==> src/design/gif_tag_packet_unpacker_defines.svh <==
// ---------------------------------------------------------------------------
// Assertion macros shared by the tag packet unpacker
// Clocked on clk, disabled while rst_n is low.
// ---------------------------------------------------------------------------
`ifndef GIF_TAG_PACKET_UNPACKER_DEFINES_SVH
`define GIF_TAG_PACKET_UNPACKER_DEFINES_SVH

// same-cycle implication
`define GTPU_ASSERT_NOW(label, ante, cons) \
    label: assert property (@(posedge clk) disable iff (!rst_n) (ante) |-> (cons)) \
        else $error("gtpu assertion failed");

// next-cycle implication
`define GTPU_ASSERT_NEXT(label, ante, cons) \
    label: assert property (@(posedge clk) disable iff (!rst_n) (ante) |=> (cons)) \
        else $error("gtpu assertion failed");

`endif

==> src/design/gtpu_pkg.sv <==
`timescale 1ns / 1ps
// ---------------------------------------------------------------------------
// gtpu_pkg
// Shared types and constants of the tag packet unpacker.
// ---------------------------------------------------------------------------
package gtpu_pkg;

    localparam logic [1:0]  KIND_REG   = 2'd0;
    localparam logic [1:0]  KIND_IMAGE = 2'd1;
    localparam logic [1:0]  KIND_NONE  = 2'd2;

    localparam logic [31:0] Q_ONE      = 32'h3F80_0000;

    typedef struct packed {
        logic [14:0] loops_left;
        logic [1:0]  mode;
        logic [4:0]  reg_count;
        logic [4:0]  regs_left;
        logic [63:0] descriptor_list;
        logic        end_flag;
        logic [31:0] q_hold;
    } gtpu_state_t;

    typedef struct packed {
        logic [1:0]  kind;
        logic [7:0]  reg_addr;
        logic [63:0] data;
        logic        packet_end;
        logic        last;
    } gtpu_result_t;

endpackage

==> src/design/gtpu_decode.sv <==
`timescale 1ns / 1ps
// ---------------------------------------------------------------------------
// gtpu_decode
// Decodes one qword against the current packet state: tag, packed,
// register-list or image data. Produces one or two results and the next state.
// ---------------------------------------------------------------------------
module gtpu_decode
    import gtpu_pkg::*;
(
    input  gtpu_state_t  st,
    input  logic [31:0]  word0,
    input  logic [31:0]  word1,
    input  logic [31:0]  word2,
    input  logic [31:0]  word3,
    output gtpu_state_t  st_next,
    output gtpu_result_t res0,
    output gtpu_result_t res1,
    output logic         two
);

    localparam logic [1:0] MODE_PACKED  = 2'd0;
    localparam logic [1:0] MODE_REGLIST = 2'd1;

    localparam logic [3:0] DESC_PRIM    = 4'h0;
    localparam logic [3:0] DESC_RGBAQ   = 4'h1;
    localparam logic [3:0] DESC_ST      = 4'h2;
    localparam logic [3:0] DESC_UV      = 4'h3;
    localparam logic [3:0] DESC_XYZF2   = 4'h4;
    localparam logic [3:0] DESC_XYZ2    = 4'h5;
    localparam logic [3:0] DESC_TEX0_1  = 4'h6;
    localparam logic [3:0] DESC_TEX0_2  = 4'h7;
    localparam logic [3:0] DESC_CLAMP_1 = 4'h8;
    localparam logic [3:0] DESC_CLAMP_2 = 4'h9;
    localparam logic [3:0] DESC_FOG     = 4'hA;
    localparam logic [3:0] DESC_XYZF3   = 4'hC;
    localparam logic [3:0] DESC_XYZ3    = 4'hD;
    localparam logic [3:0] DESC_AD      = 4'hE;
    localparam logic [3:0] DESC_NOP     = 4'hF;

    localparam logic [7:0] REG_PRIM  = 8'h00;
    localparam logic [7:0] REG_RGBAQ = 8'h01;
    localparam logic [7:0] REG_ST    = 8'h02;
    localparam logic [7:0] REG_UV    = 8'h03;
    localparam logic [7:0] REG_XYZF2 = 8'h04;
    localparam logic [7:0] REG_XYZ2  = 8'h05;
    localparam logic [7:0] REG_FOG   = 8'h0A;
    localparam logic [7:0] REG_XYZF3 = 8'h0C;
    localparam logic [7:0] REG_XYZ3  = 8'h0D;

    typedef struct packed {
        logic [14:0] loops;
        logic [4:0]  rl;
    } walk_t;

    // repair an out-of-range register counter
    function automatic logic [4:0] fix_rl(input logic [4:0] rl, input logic [4:0] rc);
        fix_rl = (rl == 5'd0 || rl > rc) ? rc : rl;
    endfunction

    function automatic logic [3:0] pick_desc(input logic [63:0] dl,
                                             input logic [4:0]  rc,
                                             input logic [4:0]  rl);
        logic [4:0]  diff;
        logic [63:0] sh;
        diff      = rc - rl;
        sh        = dl >> {diff[3:0], 2'b00};
        pick_desc = sh[3:0];
    endfunction

    function automatic walk_t advance(input logic [14:0] loops,
                                      input logic [4:0]  rl,
                                      input logic [4:0]  rc);
        walk_t w;
        w.loops = loops;
        w.rl    = (rl != 5'd0) ? rl - 5'd1 : rl;
        if (w.rl == 5'd0)
        begin
            w.loops = loops - 15'd1;
            w.rl    = rc;
        end
        advance = w;
    endfunction

    logic [63:0]  d0;
    logic [63:0]  d1;
    logic [4:0]   rl0;
    logic [4:0]   rl1;
    logic [3:0]   desc0;
    logic [3:0]   desc1;
    walk_t        adv0;
    walk_t        adv1;
    logic [3:0]   nreg;
    logic         done;
    logic         pe;

    assign d0 = {word1, word0};
    assign d1 = {word3, word2};

    always_comb
    begin
        st_next = st;
        res0    = '0;
        res1    = '0;
        res0.kind = KIND_NONE;
        res1.kind = KIND_NONE;
        two     = 1'b0;
        done    = 1'b0;
        nreg    = word1[31:28];
        rl0     = fix_rl(st.regs_left, st.reg_count);
        desc0   = pick_desc(st.descriptor_list, st.reg_count, rl0);
        adv0    = advance(st.loops_left, rl0, st.reg_count);
        rl1     = fix_rl(adv0.rl, st.reg_count);
        desc1   = pick_desc(st.descriptor_list, st.reg_count, rl1);
        adv1    = advance(adv0.loops, rl1, st.reg_count);

        if (st.loops_left == 15'd0)
        begin
            // packet tag
            st_next.loops_left      = word0[14:0];
            st_next.end_flag        = word0[15];
            st_next.mode            = word1[27:26];
            st_next.reg_count       = (nreg == 4'd0) ? 5'd16 : {1'b0, nreg};
            st_next.regs_left       = st_next.reg_count;
            st_next.descriptor_list = d1;
            st_next.q_hold          = Q_ONE;
            if (word1[27:26] != MODE_REGLIST && word1[14])
            begin
                res0.kind     = KIND_REG;
                res0.reg_addr = REG_PRIM;
                res0.data     = {53'd0, word1[25:15]};
            end
            done = (word0[14:0] == 15'd0);
        end
        else
        begin
            case (st.mode)
                MODE_PACKED:
                begin
                    res0.kind = KIND_REG;
                    res0.data = d0;
                    case (desc0)
                        DESC_PRIM:  res0.reg_addr = REG_PRIM;
                        DESC_RGBAQ:
                        begin
                            res0.reg_addr = REG_RGBAQ;
                            res0.data     = {st.q_hold, word3[7:0], word2[7:0],
                                             word1[7:0], word0[7:0]};
                        end
                        DESC_ST:
                        begin
                            res0.reg_addr  = REG_ST;
                            st_next.q_hold = word2;
                        end
                        DESC_UV:
                        begin
                            res0.reg_addr = REG_UV;
                            res0.data     = {32'd0, 1'b0, word1[14:0], 1'b0, word0[14:0]};
                        end
                        DESC_XYZF2:
                        begin
                            res0.reg_addr = word3[15] ? REG_XYZF3 : REG_XYZF2;
                            res0.data     = {word3[11:4], word2[27:4],
                                             word1[15:0], word0[15:0]};
                        end
                        DESC_XYZ2:
                        begin
                            res0.reg_addr = word3[15] ? REG_XYZ3 : REG_XYZ2;
                            res0.data     = {word2, word1[15:0], word0[15:0]};
                        end
                        DESC_TEX0_1, DESC_TEX0_2, DESC_CLAMP_1, DESC_CLAMP_2,
                        DESC_XYZF3, DESC_XYZ3:
                            res0.reg_addr = {4'd0, desc0};
                        DESC_FOG:
                        begin
                            res0.reg_addr = REG_FOG;
                            res0.data     = {word3[11:4], 56'd0};
                        end
                        DESC_AD:    res0.reg_addr = word2[7:0];
                        default:
                        begin
                            // reserved and NOP slots
                            res0 = '0;
                            res0.kind = KIND_NONE;
                        end
                    endcase
                    st_next.loops_left = adv0.loops;
                    st_next.regs_left  = adv0.rl;
                    done = (adv0.loops == 15'd0);
                end
                MODE_REGLIST:
                begin
                    two = 1'b1;
                    if (desc0 != DESC_NOP)
                    begin
                        res0.kind     = KIND_REG;
                        res0.reg_addr = {4'd0, desc0};
                        res0.data     = d0;
                    end
                    if (adv0.loops == 15'd0)
                    begin
                        // high half is padding
                        st_next.loops_left = adv0.loops;
                        st_next.regs_left  = adv0.rl;
                        done = 1'b1;
                    end
                    else
                    begin
                        if (desc1 != DESC_NOP)
                        begin
                            res1.kind     = KIND_REG;
                            res1.reg_addr = {4'd0, desc1};
                            res1.data     = d1;
                        end
                        st_next.loops_left = adv1.loops;
                        st_next.regs_left  = adv1.rl;
                        done = (adv1.loops == 15'd0);
                    end
                end
                default:
                begin
                    // image data
                    two = 1'b1;
                    res0.kind = KIND_IMAGE;
                    res0.data = d0;
                    res1.kind = KIND_IMAGE;
                    res1.data = d1;
                    st_next.loops_left = st.loops_left - 15'd1;
                    done = (st_next.loops_left == 15'd0);
                end
            endcase
        end

        pe = done && st_next.end_flag;
        if (done)
            st_next.end_flag = 1'b0;
        res0.packet_end = pe;
        res1.packet_end = pe;
        res0.last       = !two;
        res1.last       = 1'b1;
    end

endmodule

==> src/design/gif_tag_packet_unpacker.sv <==
// An input qword is captured in the input register, then decoded into the result buffer.
// Throughput: one qword per cycle for tags and packed data while out_stall is low;
// register-list and image qwords wait on the one-result-per-transfer output, two results each.
// Reset clears all loop and register counters, so the first qword is a tag;
// the held Q value resets to 1.0.
`timescale 1ns / 1ps
// ---------------------------------------------------------------------------
// gif_tag_packet_unpacker
// Input register, single-pass qword decode, two-slot result buffer.
// ---------------------------------------------------------------------------
`include "gif_tag_packet_unpacker_defines.svh"

module gif_tag_packet_unpacker
    import gtpu_pkg::*;
(
    input  logic        clk,
    input  logic        rst_n,

    input  logic        in_valid,
    output logic        in_stall,
    input  logic [31:0] word0,
    input  logic [31:0] word1,
    input  logic [31:0] word2,
    input  logic [31:0] word3,

    output logic        out_valid,
    input  logic        out_stall,
    output logic [1:0]  kind,
    output logic [7:0]  reg_addr,
    output logic [63:0] data,
    output logic        packet_end,
    output logic        last
);

    logic         in_vld_reg;
    logic         in_vld_next;
    logic [31:0]  word0_reg;
    logic [31:0]  word1_reg;
    logic [31:0]  word2_reg;
    logic [31:0]  word3_reg;

    gtpu_state_t  state_reg;
    gtpu_state_t  state_next;

    gtpu_result_t slot0_reg;
    gtpu_result_t slot0_next;
    gtpu_result_t slot1_reg;
    gtpu_result_t slot1_next;
    logic [1:0]   cnt_reg;
    logic [1:0]   cnt_next;

    gtpu_result_t dec_res0;
    gtpu_result_t dec_res1;
    logic         dec_two;

    logic         in_xfer;
    logic         out_xfer;
    logic         dec_fire;

    gtpu_decode u_decode (
        .st      (state_reg),
        .word0   (word0_reg),
        .word1   (word1_reg),
        .word2   (word2_reg),
        .word3   (word3_reg),
        .st_next (state_next),
        .res0    (dec_res0),
        .res1    (dec_res1),
        .two     (dec_two)
    );

    assign out_valid = (cnt_reg != 2'd0);
    assign out_xfer  = out_valid && !out_stall;
    // decode when the buffer is empty or its last entry leaves this cycle
    assign dec_fire  = in_vld_reg && (cnt_reg == 2'd0 || (cnt_reg == 2'd1 && out_xfer));
    assign in_stall  = in_vld_reg && !dec_fire;
    assign in_xfer   = in_valid && !in_stall;

    assign kind       = slot0_reg.kind;
    assign reg_addr   = slot0_reg.reg_addr;
    assign data       = slot0_reg.data;
    assign packet_end = slot0_reg.packet_end;
    assign last       = slot0_reg.last;

    always_comb
    begin
        in_vld_next = in_vld_reg;
        if (in_xfer)
            in_vld_next = 1'b1;
        else if (dec_fire)
            in_vld_next = 1'b0;
    end

    always_comb
    begin
        slot0_next = slot0_reg;
        slot1_next = slot1_reg;
        cnt_next   = cnt_reg;
        if (dec_fire)
        begin
            slot0_next = dec_res0;
            slot1_next = dec_res1;
            cnt_next   = dec_two ? 2'd2 : 2'd1;
        end
        else if (out_xfer)
        begin
            slot0_next = slot1_reg;
            cnt_next   = cnt_reg - 2'd1;
        end
    end

    always_ff @(posedge clk or negedge rst_n)
    begin
        if (!rst_n)
        begin
            in_vld_reg <= 1'b0;
            cnt_reg    <= 2'd0;
            state_reg  <= '{loops_left: 15'd0, mode: 2'd0, reg_count: 5'd0,
                            regs_left: 5'd0, descriptor_list: 64'd0,
                            end_flag: 1'b0, q_hold: Q_ONE};
        end
        else
        begin
            in_vld_reg <= in_vld_next;
            cnt_reg    <= cnt_next;
            if (dec_fire)
                state_reg <= state_next;
        end
    end

    always_ff @(posedge clk)
    begin
        if (in_xfer)
        begin
            word0_reg <= word0;
            word1_reg <= word1;
            word2_reg <= word2;
            word3_reg <= word3;
        end
        slot0_reg <= slot0_next;
        slot1_reg <= slot1_next;
    end

    // a result that is not the last of its qword has its partner queued
    `GTPU_ASSERT_NOW(a_notlast_has_pair, out_valid && !last, cnt_reg == 2'd2)
    // the queued second result always closes its qword
    `GTPU_ASSERT_NOW(a_pair_closes, cnt_reg == 2'd2, slot1_reg.last)
    // a decoded qword shows up on the output in the next cycle
    `GTPU_ASSERT_NEXT(a_decode_shows, dec_fire, out_valid)

endmodule
==> config.mk <==
export PLATFORM = sky130hd
export DESIGN_NAME = gif_tag_packet_unpacker
export DESIGN_NICKNAME = d
export VERILOG_FILES = /design/src/design/gtpu_pkg.sv /design/src/design/gtpu_decode.sv /design/src/design/gif_tag_packet_unpacker.sv
export VERILOG_INCLUDE_DIRS = /design/src /design/src/design
export SDC_FILE = /design/constraint.sdc
export NUM_CORES = 1
export LEC_CHECK = 0
export BUFFER_PORTS_ARGS = -buffer_cell sky130_fd_sc_hd__buf_2
export CORE_ASPECT_RATIO = 1.4
export CORE_MARGIN = 2
export CORE_UTILIZATION = 36
export CTS_BUF_LIST = sky130_fd_sc_hd__clkbuf_8
export DETAILED_ROUTE_END_ITERATION = 12
export MAX_ROUTING_LAYER = met4
export PLACE_DENSITY = 0.65
export SLEW_MARGIN = 5
export SYNTH_ARGS = -nofsm -noshare
export SYNTH_HDL_FRONTEND = slang
export SYNTH_SLANG_ARGS = --single-unit
==> constraint.sdc <==
create_clock -name clk -period 10.9 [get_ports clk]
set_input_delay 1.09 -clock clk [delete_from_list [all_inputs] [get_ports clk]]
set_output_delay 1.09 -clock clk [all_outputs]
set_load 0.02 [all_outputs]
=== Word-level counts from Yosys, hierarchy flattened ===
Cells that the tools add are included.

* Input port bits: 132
* Bits in registers: 406
* Output and inout port bits: 78

* Shifts and indexed selects: 2
* Eq/ne operators: 18
* Add/subtract/negate cells: 7
* Bitwise operators: 2
* Reduce and logical (&&, ||, !) cells: 43
* Magnitude comparators: 2
* Muxes and demuxes: 45

{| class="wikitable"
|+ Operator list
! kind !! number
|-
| $pmux W64 S6 || 1
|-
| $mux W74 || 5
|-
| $pmux W64 S2 || 2
|-
| $mux W76 || 2
|-
| $shr A64 B6 Y4 || 2
|-
| $mux W32 || 3
|-
| $logic_not A15 Y1 || 5
|-
| $pmux W8 S8 || 1
|-
| $mux W20 || 2
|-
| $mux W5 || 7
|-
| $mux W15 || 2
|-
| $pmux W15 S2 || 1
|-
| $sub A15 B1 Y15 const B || 2
|-
| $eq A4 B4 Y1 const B || 6
|-
| $logic_not A5 Y1 || 4
|-
| $eq A4 B3 Y1 const B || 4
|-
| $pmux W8 S2 || 1
|-
| $reduce_or A14 Y1 || 1
|-
| $gt A5 B5 Y1 || 2
|-
| $pmux W5 S2 || 1
|-
| $reduce_bool A2 Y1 || 5
|-
| $reduce_bool A5 Y1 || 2
|-
| $sub A5 B1 Y5 const B || 2
|-
| $reduce_or A9 Y1 || 1
|-
| 24 further kinds || 55
|}

=== Longest topological paths before layout ===
Gate-level depths: netlist (run 1).

* Word-level depth: 20
* Mapped depth: 45
* Mapped depth without buffers: 37

=== Modules after synthesis ===
From an unflattened synthesis (run 1), not the netlist that was laid out.

* Cell total of the unflattened synthesis: 2108
* Area, all modules: 23581.4 sq um

{| class="wikitable"
|+ Modules (own cells, without submodules)
! module !! seq. area each (sq um) !! area an instance (sq um) !! cells each !! times used
|-
| gif_tag_packet_unpacker || 11594.9 || 14684.1 || 647 || 1
|-
| gtpu_decode || 0.0 || 8897.3 || 1461 || 1
|}

=== Least setup slack after synthesis (run 1) ===
No wires, ideal clock.

* Kind: register to register
* Start: register state_reg[103] in the netlist's numbering
* End: register slot1_reg[75] in the netlist's numbering, data pin
* Slack: 2.064 ns
* Cell stages (with the launch flop): 41
* Path buffers: 7
* Arrival time: 8.583 ns
* Setup time: 0.253 ns
* Cell sequence: dfrtp_1 clkbuf_1 inv_1 ha_1 and4_4 buf_6 a22oi_1 o21ai_1 a22oi_1 ha_1 nand2_1 a21oi_1 a2bb2oi_1 o211a_1 a211oi_4 a31oi_4 nor2_2 clkbuf_1 [5 not listed] o21a_1 o21a_1 o21a_1 o22a_1 a31oi_1 a2bb2oi_2 inv_1 ha_1 clkbuf_1 buf_1 mux4_2 nand3_1 mux2i_1 a211oi_1 o22ai_1 o21ai_2 buf_2 inv_1

* Cells in the longest elaborated chain, start to end: 16

{| class="wikitable"
|+ RTL lines
! element !! RTL line !! source
|-
| from (decl) || gif_tag_packet_unpacker.sv:42 || <nowiki>gtpu_state_t state_reg;</nowiki>
|-
| from (signal assigned) || gif_tag_packet_unpacker.sv:118 || <nowiki>state_reg <= '{loops_left: 15'd0, mode: 2'd0, reg_count: 5'd0,</nowiki>
|-
| from (signal assigned) || gif_tag_packet_unpacker.sv:127 || <nowiki>state_reg <= state_next;</nowiki>
|-
| $gt A5 B5 Y1 || gtpu_decode.sv:57 || <nowiki>fix_rl = (rl == 5'd0 || rl > rc) ? rc : rl;</nowiki>
|-
| $logic_or A1 B1 Y1 || gtpu_decode.sv:57 ||
|-
| $mux W5 || gtpu_decode.sv:57 ||
|-
| $sub A5 B1 Y5 / $reduce_bool A5 Y1 (equally long branches) || gtpu_decode.sv:75 || <nowiki>w.rl = (rl != 5'd0) ? rl - 5'd1 : rl;</nowiki>
|-
| $mux W5 || gtpu_decode.sv:75 ||
|-
| $logic_not A5 Y1 || gtpu_decode.sv:76 || <nowiki>if (w.rl == 5'd0)</nowiki>
|-
| $mux W20 || gtpu_decode.sv:76 ||
|-
| $gt A5 B5 Y1 / $logic_not A5 Y1 (equally long branches) || gtpu_decode.sv:57 ||
|-
| $logic_or A1 B1 Y1 || gtpu_decode.sv:57 ||
|-
| $mux W5 || gtpu_decode.sv:57 ||
|-
| $sub A4 B4 Y4 || gtpu_decode.sv:65 || <nowiki>diff = rc - rl;</nowiki>
|-
| $shr A64 B6 Y4 || gtpu_decode.sv:66 || <nowiki>sh = dl >> {diff[3:0], 2'b00};</nowiki>
|-
| $ne A4 B4 Y1 || gtpu_decode.sv:208 || <nowiki>if (desc1 != DESC_NOP)</nowiki>
|-
| $mux W74 || gtpu_decode.sv:208 ||
|-
| $mux W74 * || gtpu_decode.sv:199 || <nowiki>if (adv0.loops == 15'd0)</nowiki>
|-
| $pmux W2 S2 * || gtpu_decode.sv:136 || <nowiki>case (st.mode)</nowiki>
|-
| to (signal assigned) || gif_tag_packet_unpacker.sv:141 || <nowiki>slot1_reg <= slot1_next;</nowiki>
|-
| to (decl) || gif_tag_packet_unpacker.sv:47 || <nowiki>gtpu_result_t slot1_reg;</nowiki>
|}

Every way passes the cells marked *; elsewhere a longest branch is shown, timed or not.
A chain may end at the register's enable or synchronous reset.

=== Worst setup path in the final report (run 1) ===
* Start: register state_reg[103] in the netlist's numbering
* End: register slot1_reg[16] in the netlist's numbering, data pin

* Cells in the longest elaborated chain, start to end: 16

{| class="wikitable"
|+ RTL lines
! element !! RTL line
|-
| $gt A5 B5 Y1 || gtpu_decode.sv:57
|-
| $logic_or A1 B1 Y1 || gtpu_decode.sv:57
|-
| $mux W5 || gtpu_decode.sv:57
|-
| $sub A5 B1 Y5 / $reduce_bool A5 Y1 (equally long branches) || gtpu_decode.sv:75
|-
| $mux W5 || gtpu_decode.sv:75
|-
| $logic_not A5 Y1 || gtpu_decode.sv:76
|-
| $mux W20 || gtpu_decode.sv:76
|-
| $gt A5 B5 Y1 / $logic_not A5 Y1 (equally long branches) || gtpu_decode.sv:57
|-
| $logic_or A1 B1 Y1 || gtpu_decode.sv:57
|-
| $mux W5 || gtpu_decode.sv:57
|-
| $sub A4 B4 Y4 || gtpu_decode.sv:65
|-
| $shr A64 B6 Y4 || gtpu_decode.sv:66
|-
| $ne A4 B4 Y1 || gtpu_decode.sv:208
|-
| $mux W74 || gtpu_decode.sv:208
|-
| $mux W74 * || gtpu_decode.sv:199
|-
| $pmux W64 S2 * || gtpu_decode.sv:136
|}

Marked as above.

==> reports/results.ini, run 1 <==
[worst_setup_path]
critical_path.slowest_cell=dfrtp_1
cp.arrival_ns=9.99
r2r-end=slot1_reg[16]
reg2reg_from=state_reg[103]
r2r_cells=34
start_kind=flop
crit_top_cell=ha_1
slowest_delay_ns=0.70
path_max_fanout=61
endpoint_kind=flop
cp_data_required_time_ns=11.44
regToRegSetupSlack_ns=1.46
worstSetupPathType=reg -> reg

[sta]
fin_worst_skew_ns=0.04311
fin_crit_sh_pct=86.65
setup_viol=0
setup_tns_ns=0
whs_ns=0.4576
tightest_slew_ns=1.072
max_slew_margin_pct=28.26
grt_setup_unrepaired=no
worst_slack_ns=1.455
hold_violations=0
drv_slew=0
fmax_ghz=0.1059
final.min_clock_period_ns=9.445

[synthesis]
synthArstFlopShare_pct=31.59
synth_common_cells=nand2_1, edfxtp_1, nor2_1
synth_top_flop_cell=edfxtp_1
synth_area_um2=20410
synth.avg_cell_area_um2=10.88
ys_warn_count=0
synthCells=1877
yosysMostFrequentCell=nand2_1
synth_cell_type_count=97
yosys.area.top_type_share_pct=40.45
synth-edff-count=275
yosys.area.top_type=edfxtp_1
yosysSeqAreaShare_pct=56.06
synth_top_cells_by_area=edfxtp_1, dfrtp_1, nand2_1
ys_ff_latch=402
syn-num-nets=2033

[layout]
area_growth_pct=15.96
drive_gt1_share_pct=20.54
multi_input_area_um2=8379
stdcell_area_um2=23670
largest_register_ffs=124
fill_cells=5495
final_cells=2865
seqCellArea_um2=11440
nets=2226
final_util_pct=42.13

[hold_path]
hold_path.startpoint=word3_reg[29]
whs_endpoint=state_reg[94]
holdPathStages=2
hold_class=reg -> reg

[floorplanning]
core_area_um2=56190
die_w_um=205.3
start_util_pct=36.33
die_area_um2=58660
io_pins=210
rows=103
die_h_um=285.8

[detailed_routing]
m1WireLength_um=27520
wl_met2_um=36860
wirelength_um=72800
num_vias=16410
wl_per_cell_um=25.41
drc=0
vias_per_cell=5.729
wl_met3_um=4479
top_layer=met4
drt_pass1_iterations=5
ant_nets=0
first_iter_violations=1597

[clock_network]
root_buffer=clkbuf_8
clock_latency_ns=0.69
hold_buffers=0
h-tree-depth=3
cts_tree=done
clock-sinks=402
clk_transition_reported_paths_ns=0.07
cts_resized=0
cts_setup_buffers=0
cts_made_buffers=70
clk_path_buf_depth=3

[placed_design]
port_buffers=209
placed_cells=2733
preCtsSetupSlack_ns=1.679
place_hpwl_um=51710
placed_area_um2=22210
routabilityCongestion=0.9621

[pwr]
switching_share_pct=43.39
combPwrFrac_pct=44.2
ir_drop_mv=0.1954
switchingPower_mw=3.174
p_seq_share_pct=35.8
p_int_mw=4.140
p_total_mw=7.314
clkPwrFrac_pct=20.0
leakage_nw=9.627
p_per_area_nw_per_um2=308.9

[global_route]
grt_pass1_vias=16480
grt-ovfl-total=0
antenna_found_initial=1
grt_max_degree=79
grt_pass1_wl_um=107300
grt_use_total_pct=25.57

[flow_run]
drv_cap=0

[run_status]
status=completed

cell type report:
type | count | area share (%)
tap | 735 | 3.885
sequential | 402 | 48.35
multi-input combinational | 1312 | 35.40
antenna | 2 | 0.02114
timing repair buffer | 242 | 5.529
clock buffer | 79 | 4.593
inverter | 42 | 0.6712
clock inverter | 51 | 1.559
cell usage in the layout (no fill, tap or decap), types with 15 or more instances in the layout:
cell and instances:
buf_2 208, edfxtp_1 275, mux4_2 34, nand2_1 340, mux2i_1 53, and2_1 67, ha_1 23, a221o_1 28
clkinv_2 15, a22oi_1 44, inv_1 57, o21ai_0 80, clkbuf_8 79, a21oi_1 86, buf_4 33, nor3_1 21
dfrtp_1 120, nand3_1 55, xnor2_1 26, o22ai_1 17, nor2_1 161
power groups by stage:
stage	Sequential (mW)	Clock, mW	Combinational [mW]
2_1_floorplan	2.62	0	2.07
3_3_place_gp	2.63	0	3.19
3_5_place_dp	2.64	0	3.21
4_1_cts	2.61	1.49	3.23
5_1_grt	2.64	1.56	3.48
6_report	2.62	1.46	3.24
kinds of logic after synthesis:
logic type | share of synthesized area [%]
adder cells (fa/ha/maj) | 1.508
AND/OR/NAND/NOR | 16.11
flip-flops | 56.06
buffers and inverters | 3.205
XOR/XNOR | 1.667
multiplexers | 6.975
AO/OA/AOI/OAI | 14.48
metal layers:
layer  GRT usage [%]  vias to the layer above
met5               -                        -
met2           42.85                      821
met3           3.418                      202
met1           29.81                     8109
met4           13.49                        0
li1                -                     7282
critical path: cells and delay by family, from the launching register on:
kind / cells / cell delay, ns
compound gates: 14 / 4.07
fa+ha+maj: 5 / 1.78
simple gates: 7 / 1.03
buf+inv: 5 / 0.86
mux: 3 / 0.82
flops: 1 / 0.70
how the worst max path moves through the flow:
stage | from | to | slack [ns]
after floorplan | state_reg[103] | slot1_reg[75] | 2.06
after global placement | state_reg[104] | slot1_reg[75] | 1.97
after detailed placement | state_reg[104] | slot1_reg[16] | 1.68
after CTS | state_reg[104] | slot1_reg[65] | 1.64
after global routing | state_reg[104] | slot1_reg[65] | 1.0
final | state_reg[103] | slot1_reg[16] | 1.46
Note: power is estimated with default switching activity, not from simulation.
==> run 2, diff against run 1 <==
BUFFER_PORTS_ARGS = not set   (was -buffer_cell sky130_fd_sc_hd__buf_2)
DONT_BUFFER_PORTS = 1   (was not set)
PLACE_DENSITY = 0.62   (was 0.65)
==> reports/results.ini, run 2 (synthesized netlist as in run 1, its figures left out) <==
[detailed_routing]
drc=0  ; unchanged
num_vias=15500  ; -5.6%
wl_per_cell_um=27.52  ; +8.3%
drt_pass1_iterations=5  ; unchanged
ant_nets=0  ; unchanged
vias_per_cell=5.849  ; +2.1%
first_iter_violations=1386  ; -13%
wirelength_um=72910  ; +0.16%

[worst_setup_path]
cp-startpoint=state_reg[103]
endpoint_kind=flop
cp.arrival_ns=9.97  ; -0.02 ns
reg2reg_from=state_reg[103]
r2r-end=slot1_reg[22]
regToRegSetupSlack_ns=1.46  ; about the same
crit_top_cell=ha_1
endpoint=slot1_reg[22]
critical_path.slowest_cell=dfrtp_1
start_kind=flop
worstSetupPathType=reg -> reg
cp_data_required_time_ns=11.43  ; about the same
r2r_cells=36  ; +5.9%
slowest_delay_ns=0.66  ; -0.04 ns
path_max_fanout=44  ; -28%

[floorplanning]
rows=103  ; unchanged
die_area_um2=58660  ; unchanged
io_pins=210  ; unchanged
die_h_um=285.8  ; unchanged
die_w_um=205.3  ; unchanged
start_util_pct=36.33  ; unchanged
core_area_um2=56190  ; unchanged

[placed_design]
routabilityCongestion=0.9556  ; -0.68%
place_hpwl_um=52610  ; +1.7%
port_buffers=0  ; -100%

[global_route]
grt_pass1_vias=15200  ; -7.8%
grt_pass1_wl_um=106000  ; -1.2%
antenna_found_initial=2  ; +1
grt_max_degree=128  ; +62%
grt_use_total_pct=25.65  ; +0.081 points
grt-ovfl-total=0  ; unchanged

[run_status]
status=completed

[sta]
whs_ns=0.1329  ; -0.3247 ns
setup_viol=0  ; unchanged
fin_crit_sh_pct=86.63  ; about the same
grt_setup_unrepaired=no
fin_worst_skew_ns=0.03607  ; -0.007037 ns
tightest_slew_ns=1.138  ; +0.06563 ns
fmax_ghz=0.1059  ; about the same
setup_tns_ns=0  ; unchanged
drv_slew=0  ; unchanged
max_slew_margin_pct=24.15  ; -4.1 points
final.min_clock_period_ns=9.443  ; -0.001840 ns
hold_violations=0  ; unchanged

[layout]
fill_cells=5543  ; +0.87%
drive_gt1_share_pct=11.20  ; -9.3 points
largest_register_ffs=124  ; unchanged
nets=2014  ; -9.5%
most-common-layout-cells=nand2_1, edfxtp_1, nor2_1
final_common_cell=nand2_1
area_growth_pct=10.03

[clock_network]
cts_setup_buffers=0  ; unchanged
clock-sinks=402  ; unchanged
root_buffer=clkbuf_8
h-tree-depth=3  ; unchanged
cts_made_buffers=68  ; -2.9%
clk_path_buf_depth=3  ; unchanged
cts_tree=done
clk_transition_reported_paths_ns=0.08  ; about the same
cts_resized=0  ; unchanged
clock_latency_ns=0.67  ; -0.02 ns
hold_buffers=0  ; unchanged

[hold_path]
hold_class=in -> async

[flow_run]
drv_cap=0  ; unchanged

[pwr]
ir_drop_mv=0.2221  ; +14%
leakage_nw=8.722  ; -9.4%
p_per_area_nw_per_um2=316.7  ; +2.5%

[run 2: changes by cell type in the layout (fill, tap and decap cells not counted), sizes merged]
cell | before | now
buf | 242 | 32
bufinv | 4 | 2
clkbuf | 79 | 73
clkinv | 25 | 21
clkinvlp | 0 | 1
diode | 2 | 3
inv | 64 | 68
[run 2: worst min path at each step]
stage                  start            end  slack (ns)
2_1_floorplan  word3_reg[12]  state_reg[77]        0.43
3_3_place_gp   state_reg[31]  state_reg[31]        0.45
5_1_grt                rst_n  state_reg[93]        0.11
6_report               rst_n  state_reg[80]        0.13
3_5_place_dp   state_reg[14]  state_reg[14]        0.46
4_1_cts                rst_n  state_reg[93]        0.07
[run 2: critical path, delay by kind of cell (launching register included)]
| kind | cells | cell delay, ns |
|---|---|---|
| AO/OA/AOI/OAI | 15 | 3.87 |
| adder cells (fa/ha/maj) | 5 | 1.63 |
| buffers and inverters | 6 | 1.29 |
| flip-flops | 1 | 0.66 |
| multiplexers | 2 | 0.54 |
| AND/OR/NAND/NOR | 8 | 1.23 |
[run 2: area by class of cell]
class / instances / area [um^2] / share of cell area [%]
diodes: 3 / 7.507 / 0.03342
clock buffers: 73 / 1005 / 4.473
clock inverters: 50 / 294.0 / 1.309
inverters: 42 / 158.9 / 0.7074
multi-input cells: 1312 / 8379 / 37.31
flip-flops and latches: 402 / 11440 / 50.95
well taps: 735 / 919.6 / 4.094
repair buffers: 32 / 252.7 / 1.125
[run 2: through the flow]
step                      total power [mW]  utilization, %  instances  instance area, um^2  setup WS, ns
after floorplan                      4.692               -       1877                20410         2.064
after global placement               5.807           37.65       2523                21160         1.540
after detailed placement             5.796           37.65       2523                21160         1.493
after CTS                            7.155           39.96       2646                22450         1.425
after global routing                 7.481           39.97       2648                22460        0.7193
final                                7.114           39.98       2649                22460         1.457
[run 2: layer usage]
layer / GRT usage [%] / up-vias / wire length (um)
li1: - / 6859 / -
met1: 30.02 / 7767 / 27760
met2: 43.94 / 709 / 37690
met3: 3.383 / 160 / 4146
met4: 11.26 / 0 / 3310
met5: - / - / 0
[run 2: power breakdown]
part / internal [mW] / switching (mW) / total, mW
logic: 1.03 / 1.93 / 2.96
registers: 2.25 / 0.579 / 2.83
clock network: 0.674 / 0.652 / 1.33
